===== config.mk =====
export PLATFORM = sky130hd
export DESIGN_NAME = hs_cell
export DESIGN_NICKNAME = d
export VERILOG_FILES = /design/src/hdl/hs_pkg.sv /design/src/hdl/hs_cell.sv
export SDC_FILE = /design/constraint.sdc
export NUM_CORES = 1
export LEC_CHECK = 0
export ABC_AREA = 1
export BUFFER_PORTS_ARGS = -buffer_cell sky130_fd_sc_hd__buf_2
export CAP_MARGIN = 25
export CORE_MARGIN = 4
export CORE_UTILIZATION = 41
export CTS_CLUSTER_SIZE = 24
export DETAILED_ROUTE_END_ITERATION = 12
export GPL_TIMING_DRIVEN = 0
export PLACE_DENSITY = 0.84
export SLEW_MARGIN = 40
export SYNTH_ARGS = -nofsm -noshare
export SYNTH_HDL_FRONTEND = slang
export SYNTH_SLANG_ARGS = --single-unit

===== constraint.sdc =====
create_clock -name clk_i -period 2 [get_ports clk_i]
set_input_delay 0.4 -clock clk_i [delete_from_list [all_inputs] [get_ports clk_i]]
set_output_delay 0.4 -clock clk_i [all_outputs]
set_load 0.02 [all_outputs]

===== src/hdl/hs_pkg.sv =====
package hs_pkg;

  localparam int unsigned DEPTH = 64;
  localparam int unsigned DataW = 32;

  // command broadcast to every cell of the chain
  typedef struct packed {
    logic                    insert;
    logic                    shift;
    logic signed [DataW-1:0] value;
  } hs_cmd_t;

  // what a cell shows to its neighbors
  typedef struct packed {
    logic                    valid;
    logic                    gt;
    logic signed [DataW-1:0] value;
  } hs_link_t;

endpackage


===== src/hdl/hs_cell.sv =====
module hs_cell (
  input  logic             clk_i,
  input  logic             rst_ni,
  input  hs_pkg::hs_cmd_t  cmd_i,
  input  hs_pkg::hs_link_t left_i,
  input  hs_pkg::hs_link_t right_i,
  output hs_pkg::hs_link_t cell_o
);
  import hs_pkg::*;

  logic                    valid_q, valid_d;
  logic signed [DataW-1:0] value_q, value_d;
  logic signed [DataW-1:0] cmd_value;
  logic                    gt;

  assign cmd_value = cmd_i.value;
  assign gt        = valid_q && (value_q > cmd_value);

  always_comb begin
    valid_d = valid_q;
    value_d = value_q;
    if (cmd_i.shift) begin
      // drain toward cell zero
      valid_d = right_i.valid;
      value_d = right_i.value;
    end else if (cmd_i.insert) begin
      // a valid cell not above the new beat keeps its value
      if (!valid_q || gt) begin
        if (left_i.gt) begin
          valid_d = 1'b1;
          value_d = left_i.value;
        end else if (left_i.valid) begin
          valid_d = 1'b1;
          value_d = cmd_value;
        end
      end
    end
  end

  always_ff @(posedge clk_i or negedge rst_ni) begin
    if (!rst_ni) begin
      valid_q <= 1'b0;
    end else begin
      valid_q <= valid_d;
    end
  end

  always_ff @(posedge clk_i) begin
    value_q <= value_d;
  end

  assign cell_o.valid = valid_q;
  assign cell_o.gt    = gt;
  assign cell_o.value = value_q;

endmodule


==> results of run 1 <==
[cell usage after synthesis, types with 2 or more instances]
master / n / area (um^2)
clkbuf_1: 9 / 33.8
buf_1: 3 / 11.3
inv_2: 3 / 11.3
nand2_4: 2 / 22.5
buf_6: 2 / 22.5
nand2_2: 4 / 25.0
edfxtp_1: 32 / 961
nand2_1: 66 / 248
nor2_1: 41 / 154
inv_1: 40 / 150
o21ai_0: 2 / 10.0
o21a_1: 2 / 15.0
a21oi_1: 77 / 385
a21o_1: 2 / 15.0
nand3_1: 3 / 15.0
nand4_1: 2 / 12.5
ha_1: 32 / 400
buf_4: 2 / 15.0
[area by class of cell]
cell class,count,area share [%]
Sequential cell,33,25.4
Timing Repair Buffer,144,19.6
Multi-Input combinational cell,244,43.9
Clock inverter,1,0.129
Inverter,43,4.15
Clock buffer,7,2.48
Tap cell,75,2.42
Buffer,15,1.93
[metal layers]
metal  vias up  global-route usage [%]
met4         0                    7.53
met2       115                    37.7
met3        12                    4.42
met1      1274                    23.3
met5         -                       0
li1       1423                       -
[what timing repair did]
| item | CTS | global route |
|---|---|---|
| gates cloned | 4 | 0 |
| hold buffers | 1 | 0 |
| setup buffers | 3 | 6 |
| resized for setup | 10 | 28 |
| pin swaps | 10 | 14 |
| endpoints found under the hold margin | 1 | 0 |
| setup endpoints to repair | 34 | 34 |
[logic make-up after synthesis]
logic type | after synthesis | share of synthesized area (%)
adders and majority gates | 32 | 15.4
AOI/OAI and AO/OA | 86 | 17.2
and+or+nand+nor | 122 | 20.0
buffers and inverters | 59 | 9.39
DFF | 33 | 37.9
[stage by stage]
stage	hold slack, ps	instance area, um^2	power, mW	TNS [ps]
after global routing	409	3880	2.56	-16900
after floorplan	104	2640	1.38	-3110
after detailed placement	175	3400	1.66	-12120
after CTS	402	3630	2.30	-12740
after global placement	176	3400	1.63	-11100
final	415	3880	2.40	-12930
[path summary, 6_finish.rpt]
path	start	endpoint	slack, ps	cells after the start
worst max register to register	value_q[31]	value_q[6]	-390	14
worst max-delay path	value_q[31]	cell_o[32]	-400	11
worst min register to register	valid_q	valid_q	630	2
worst min-delay path	rst_ni	valid_q	420	2
min in group clk_i	right_i[33]	valid_q	420	4
max in group asynchronous	rst_ni	valid_q	1500	2
[sequential cells by signal, indices dropped and copies added, names as in the netlist]
name     flops
value_q     32
valid_q      1
[power groups by stage]
stage	combinational (mW)	sequential, mW	clock [mW]
2_1_floorplan	0.380	1.00	0
3_3_place_gp	0.723	0.911	0
3_5_place_dp	0.744	0.917	0
4_1_cts	0.818	0.901	0.582
5_1_grt	1.03	0.919	0.617
6_report	0.927	0.913	0.563
==> results.cfg, run 1 <==
[yosys]
syn_area_per_cell_um2 = 7.83
synth_edf_count = 32
synth_cells = 332
ys_types = 26
synth_warnings = 0
yosysSeqAreaShare_pct = 37.9
syn-num-nets = 468
syn_area_um2 = 2600
async_flop_share_pct = 3.03
synth.ff_latch_count = 33
ys.flop_type = edfxtp_1

[die]
die_width_um = 87.6
core_um2 = 6030
die_y_um = 87.6
start_util_pct = 43.1
die-area_um2 = 7680
rows = 28
num_io_pins = 138

[routing]
dr.pass1.iters = 4
met2_length_um = 4310
drc = 0
via_per_inst = 5.02
wl_per_cell_um = 14.7
wl_met1_um = 3140
detailedRoute.firstIterationViolations = 98
routed_wl_um = 8290
vias = 2824
final_antenna_net_count = 0
highest-signal-layer = met4
route.met3.wl_um = 658

[global_routing]
antenna_found_initial = 0
grt.total_usage_pct = 20.6
grt_start_max_net_pins = 13
overflow = 0
grt_pass1_vias = 2771
grt_first_pass_wirelength_um = 12300

[cts]
cts_buffer_depth = 2
worstSkewPairLatency_ps = 280
htreeDepth = 2
cts.clk_slew.worst_paths_ps = 70
cts-root-buf = clkbuf_8
tritoncts = done
cts_buffers = 5
cts.sinks = 33

[sta]
finalHoldViolCount = 0
relSlewSlack_pct = 61.4
rsz0062_at_grt = yes
finalCritPeriodShare_pct = 120
worstMarginPinSlew_ps = 578
maxSlewViolCount = 0
period_minus_slack_ps = 2400
skew_ps = 7.92
fmaxAchievable_mhz = 417
setup_violations = 34
finalWorstSetupSlack_ps = -397

[finish]
finish.utilization_pct = 64.5
layout-drive-gt1-share_pct = 40.9
fin_nets = 622
final_common_cell = buf_2
final_cell_mix = 133 x buf_2, 72 x a21oi_1, 61 x nand2_1
multi_input_area_um2 = 1710
nFillCells = 563
area_growth_syn_to_layout_pct = 49.5
seq_area_um2 = 986
diodes = 0
stdcell_count = 562

[power_and_ir_drop]
power.leakage_nw = 1.92
p_clk_share_pct = 23.4
max-vdd-ir-drop_mv = 0.368
intPower_mw = 1.57
comb_power_share_pct = 38.6
switching_share_pct = 34.5
power_density_nw_per_um2 = 618
seqPwrFrac_pct = 38.0
switchingPower_uw = 830

[placement]
place_inst = 541
dpl.hpwl_um = 6130
port_buffers = 134
gp_congestion = 0.837
dp_slack_ps = -364

[worst_setup_path]
worstPathRequired_ps = 1600
path_buf_inv = 2
worst_setup_path_start_kind = register
max_stage_delay_ps = 430
crit_slowest_cell = edfxtp_1
path_class = register to output port
worst-endpoint-arrival_ps = 2000
cp_max_fo = 2
crit_chain = ha_4 > buf_6 > a21oi_2 > o21a_2 > nand2_2 > a21oi_4 > nand2_1 > nand2_2 > nand3_4 > nor2_4 > buf_6
end_kind = output port
critical-path-top-delay-family = flip-flops

[flow_run]
drv_cap = 0

[run_status]
status = finished with violations
violations = setup timing

[hold_path]
hp-class = input port to async pin
Note: power is estimated with default switching activity, not from simulation.
==> run 2, diff against run 1 <==
--- a/config.mk
+++ b/config.mk
@@ -8,12 +8,14 @@
 export ABC_AREA = 1
 export BUFFER_PORTS_ARGS = -buffer_cell sky130_fd_sc_hd__buf_2
 export CAP_MARGIN = 25
+export CELL_PAD_IN_SITES_DETAIL_PLACEMENT = 0
+export CELL_PAD_IN_SITES_GLOBAL_PLACEMENT = 1
 export CORE_MARGIN = 4
-export CORE_UTILIZATION = 41
+export CORE_UTILIZATION = 28
 export CTS_CLUSTER_SIZE = 24
 export DETAILED_ROUTE_END_ITERATION = 12
 export GPL_TIMING_DRIVEN = 0
-export PLACE_DENSITY = 0.84
+export PLACE_DENSITY = 0.83
 export SLEW_MARGIN = 40
 export SYNTH_ARGS = -nofsm -noshare
 export SYNTH_HDL_FRONTEND = slang
==> results.cfg, run 2 (same netlist as run 1, synthesis figures left out) <==
[die]
start_util_pct = 29.2
rows = 34
die_y_um = 104
die_width_um = 104
core_um2 = 8890
num_io_pins = 138
die-area_um2 = 10900

[global_routing]
grt_pass1_vias = 2814
grt.total_usage_pct = 15.1
grt_start_max_net_pins = 13
grt_first_pass_wirelength_um = 13400
antenna_found_initial = 0
overflow = 0

[routing]
via_per_inst = 4.64
vias = 2768
wl_per_cell_um = 14.2
routed_wl_um = 8440
drc = 0
final_antenna_net_count = 0
dr.pass1.iters = 4
detailedRoute.firstIterationViolations = 106

[finish]
layout-drive-gt1-share_pct = 41.2
fin_nets = 623
area_growth_syn_to_layout_pct = 53.7
diodes = 0
final_cell_mix = 133 x buf_2, 71 x a21oi_1, 60 x nand2_1
nFillCells = 876
reg_top3 = value_q x32, valid_q x1
final_common_cell = buf_2
largest_reg_flops = 32
top_register = value_q

[sta]
setup_violations = 34
skew_ps = 12.3
finalWorstSetupSlack_ps = -431
fmaxAchievable_mhz = 411
worstMarginPinSlew_ps = 555
period_minus_slack_ps = 2430
finalHoldViolCount = 0
rsz0062_at_grt = yes
maxSlewViolCount = 0
finalCritPeriodShare_pct = 122
hold_ws_ps = 424
relSlewSlack_pct = 62.9

[cts]
cts_buffers = 5
tritoncts = done
worstSkewPairLatency_ps = 290
htreeDepth = 2
cts.clk_slew.worst_paths_ps = 60
cts-root-buf = clkbuf_8
cts.sinks = 33
cts_buffer_depth = 2

[run_status]
violations = setup timing
status = finished with violations

[worst_setup_path]
worstPathRequired_ps = 1600
worstReg2RegStart = value_q[15]
path_class = register to output port
worst_setup_path_start_kind = register
worst-endpoint-arrival_ps = 2030
cp-startpoint = value_q[15]
ff2ff_path_depth = 14
end_kind = output port
cp_max_fo = 2

[power_and_ir_drop]
power.leakage_nw = 1.97
max-vdd-ir-drop_mv = 0.351
total_power_mw = 2.50
power_density_nw_per_um2 = 626

[placement]
gp_congestion = 0.733
dpl.hpwl_um = 6300
dp_slack_ps = -418
port_buffers = 134

[flow_run]
drv_cap = 0

[hold_path]
hp-class = input port to async pin
run 2: layout make-up:
| cell class | count | area, um^2 | area share, % |
|---|---|---|---|
| Sequential cell | 33 | 986 | 24.7 |
| Multi-Input combinational cell | 244 | 1720 | 43.2 |
| Clock inverter | 2 | 33.8 | 0.846 |
| Clock buffer | 6 | 72.6 | 1.82 |
| Tap cell | 108 | 135 | 3.38 |
| Buffer | 15 | 75.1 | 1.88 |
| Inverter | 43 | 161 | 4.04 |
| Timing Repair Buffer | 145 | 807 | 20.2 |
run 2: path summary, 6_finish.rpt:
path | to | slack [ps]
max reg2reg | value_q[3] | -360
min | valid_q | 420
max in group asynchronous | valid_q | 1490
min in group clk_i | value_q[31] | 430
min reg2reg | valid_q | 610
max | cell_o[32] | -430
run 2: per-layer routing:
metal | GRT usage (%) | up-vias | routed length, um
li1 | - | 1421 | -
met1 | 19.5 | 1247 | 3790
met2 | 25.1 | 93 | 3960
met3 | 4.53 | 7 | 620
met4 | 2.94 | 0 | 69
met5 | 0 | - | 0
run 2: power breakdown:
group	total (mW)	switching [mW]	internal, mW
Clock	0.623	0.255	0.368
Combinational	0.966	0.537	0.429
Sequential	0.911	0.0537	0.857
run 2: timing repair:
action                                  in CTS  in global routing
hold buffers                                 1                  0
setup buffers                                7                  4
pin swaps                                   15                 15
endpoints found under the setup margin      34                 34
hold endpoints to repair                     1                  0
cloned                                       4                  0
resized for setup                           16                 31
run 2: critical path: stages, from the launching register on:
cell      delay [ps]
edfxtp_1         390
ha_1             320
a21oi_2          130
o21ai_0          110
a21oi_2          150
nand2_1          100
nand2_2           80
nand2_1           50
nand2_1          110
nand3_4          100
nor2_4            90
buf_6            120
run 2: through the flow:
| step | utilization, % | TNS (ps) | area [um^2] | cells |
|---|---|---|---|---|
| final | 44.9 | -11380 | 4000 | 596 |
| after CTS | 42.3 | -16000 | 3760 | 593 |
| after global routing | 44.9 | -14390 | 4000 | 596 |
| after global placement | 38.7 | -13080 | 3440 | 574 |
| after floorplan | - | -3110 | 2640 | 332 |
| after detailed placement | 38.7 | -13980 | 3440 | 574 |
==> run 3, diff against run 2 <==
==> constraint.sdc (replaced) <==
create_clock -name clk_i -period 2 [get_ports clk_i]
set_input_delay 0.2 -clock clk_i [delete_from_list [all_inputs] [get_ports clk_i]]
set_output_delay 0.2 -clock clk_i [all_outputs]
set_load 0.02 [all_outputs]
==> results.cfg, run 3 (same netlist as run 1, synthesis figures left out) <==
[sta]
maxSlewViolCount = 0
period_minus_slack_ps = 2220
finalHoldViolCount = 0
finalWorstSetupSlack_ps = -224
finalCritPeriodShare_pct = 111
skew_ps = 10.6
relSlewSlack_pct = 63.1
rsz0062_at_grt = yes
worstMarginPinSlew_ps = 552
setup_violations = 34
fmaxAchievable_mhz = 450
tns_ps = -6890

[die]
core_um2 = 8890
start_util_pct = 29.2
die_width_um = 104
rows = 34
num_io_pins = 138
die-area_um2 = 10900
die_y_um = 104

[routing]
wl_per_cell_um = 14.3
final_antenna_net_count = 0
routed_wl_um = 8510
dr.pass1.iters = 4
drc = 0
via_per_inst = 4.64
vias = 2768
detailedRoute.firstIterationViolations = 95

[worst_setup_path]
cp_max_fo = 8
reg2reg_to = value_q[3]
worstReg2RegStart = value_q[19]
worst_setup_path_start_kind = register
worst-endpoint-arrival_ps = 2240
reg2reg_slack_ps = -220
end_kind = register
ff2ff_path_depth = 12
path_class = register to register
worstPathRequired_ps = 2020

[global_routing]
grt_first_pass_wirelength_um = 13100
grt.total_usage_pct = 14.7
grt_start_max_net_pins = 17
overflow = 0
antenna_found_initial = 0
grt_pass1_vias = 2771

[run_status]
violations = setup timing
status = finished with violations

[finish]
reg_top3 = value_q x32, valid_q x1
layout-drive-gt1-share_pct = 42.8
final_common_cell = buf_2
fin_nets = 623
area_growth_syn_to_layout_pct = 55.0
largest_reg_flops = 32
diodes = 0
final_cell_mix = 133 x buf_2, 71 x a21oi_1, 56 x nand2_1
top_register = value_q
stdcell_count = 596

[hold_path]
hp-class = input port to async pin

[cts]
cts_buffers = 5
cts-root-buf = clkbuf_8
cts.clk_slew.worst_paths_ps = 60
cts.sinks = 33
tritoncts = done
htreeDepth = 2
cts_buffer_depth = 2
worstSkewPairLatency_ps = 290

[power_and_ir_drop]
power.leakage_nw = 1.96
power_density_nw_per_um2 = 620
max-vdd-ir-drop_mv = 0.354
total_power_mw = 2.50

[placement]
place_inst = 574
gp_congestion = 0.733
dpl.hpwl_um = 6300
port_buffers = 134

[flow_run]
drv_cap = 0
run 3: worst max path at each step:
stage,startpoint,to,slack [ps]
floorplan,value_q[31],value_q[0],-90
global route,value_q[29],cell_o[32],-330
detailed placement,value_q[15],value_q[18],-270
CTS,value_q[31],cell_o[32],-340
global placement,value_q[31],value_q[19],-250
finish,value_q[19],value_q[3],-220
run 3: area by class of cell:
type                       instances  area [um^2]
tap                              108          135
clock buffer                       6         72.6
sequential                        33          986
timing repair buffer             145          787
multi-input combinational        244         1780
clock inverter                     2         33.8
inverter                          43          161
fill                             881         4860
buffer                            15         75.1
run 3: worst max-delay path, cell delays in order, from the launching register on:
cell and delay (ps):
edfxtp_1 430, ha_4 240, a21o_1 180, o21ai_1 130, nand2_1 90, a21oi_2 180
buf_4 130, nand3_2 70, nand3_4 110, nand2_2 70, nand2_4 90, buf_12 140
nand2_8 90
run 3: stage by stage:
step	utilization [%]	setup slack (ps)	hold slack (ps)	cell area, um^2
CTS	41.3	-336	206	3680
global route	45.3	-325	224	4030
finish	45.3	-224	226	4030
detailed placement	38.7	-274	-23.6	3440
floorplan	-	-94.9	-95.6	2640
global placement	38.7	-252	-23.8	3440
run 3: routing by layer:
| metal | track usage (%) | vias up | share of wire [%] |
|---|---|---|---|
| met4 | 2.94 | 0 | 0.76 |
| met2 | 24.4 | 97 | 47 |
| met3 | 4.47 | 7 | 7.5 |
| li1 | - | 1422 | - |
| met5 | 0 | - | 0 |
| met1 | 19.0 | 1242 | 45 |
run 3: report_power, final:
part | internal [mW] | switching [mW] | leakage [nW] | total [mW]
registers | 0.857 | 0.0567 | 0.328 | 0.914
logic | 0.426 | 0.535 | 1.58 | 0.960
clock network | 0.368 | 0.254 | 0.0528 | 0.622
run 3: what timing repair did:
item / CTS / global route
resized for setup: 11 / 39
hold endpoints to repair: 1 / 0
cloned: 2 / 2
buffers inserted: 4 / 6
endpoints found under the setup margin: 34 / 34
hold buffers: 1 / 0
pin swaps: 16 / 23
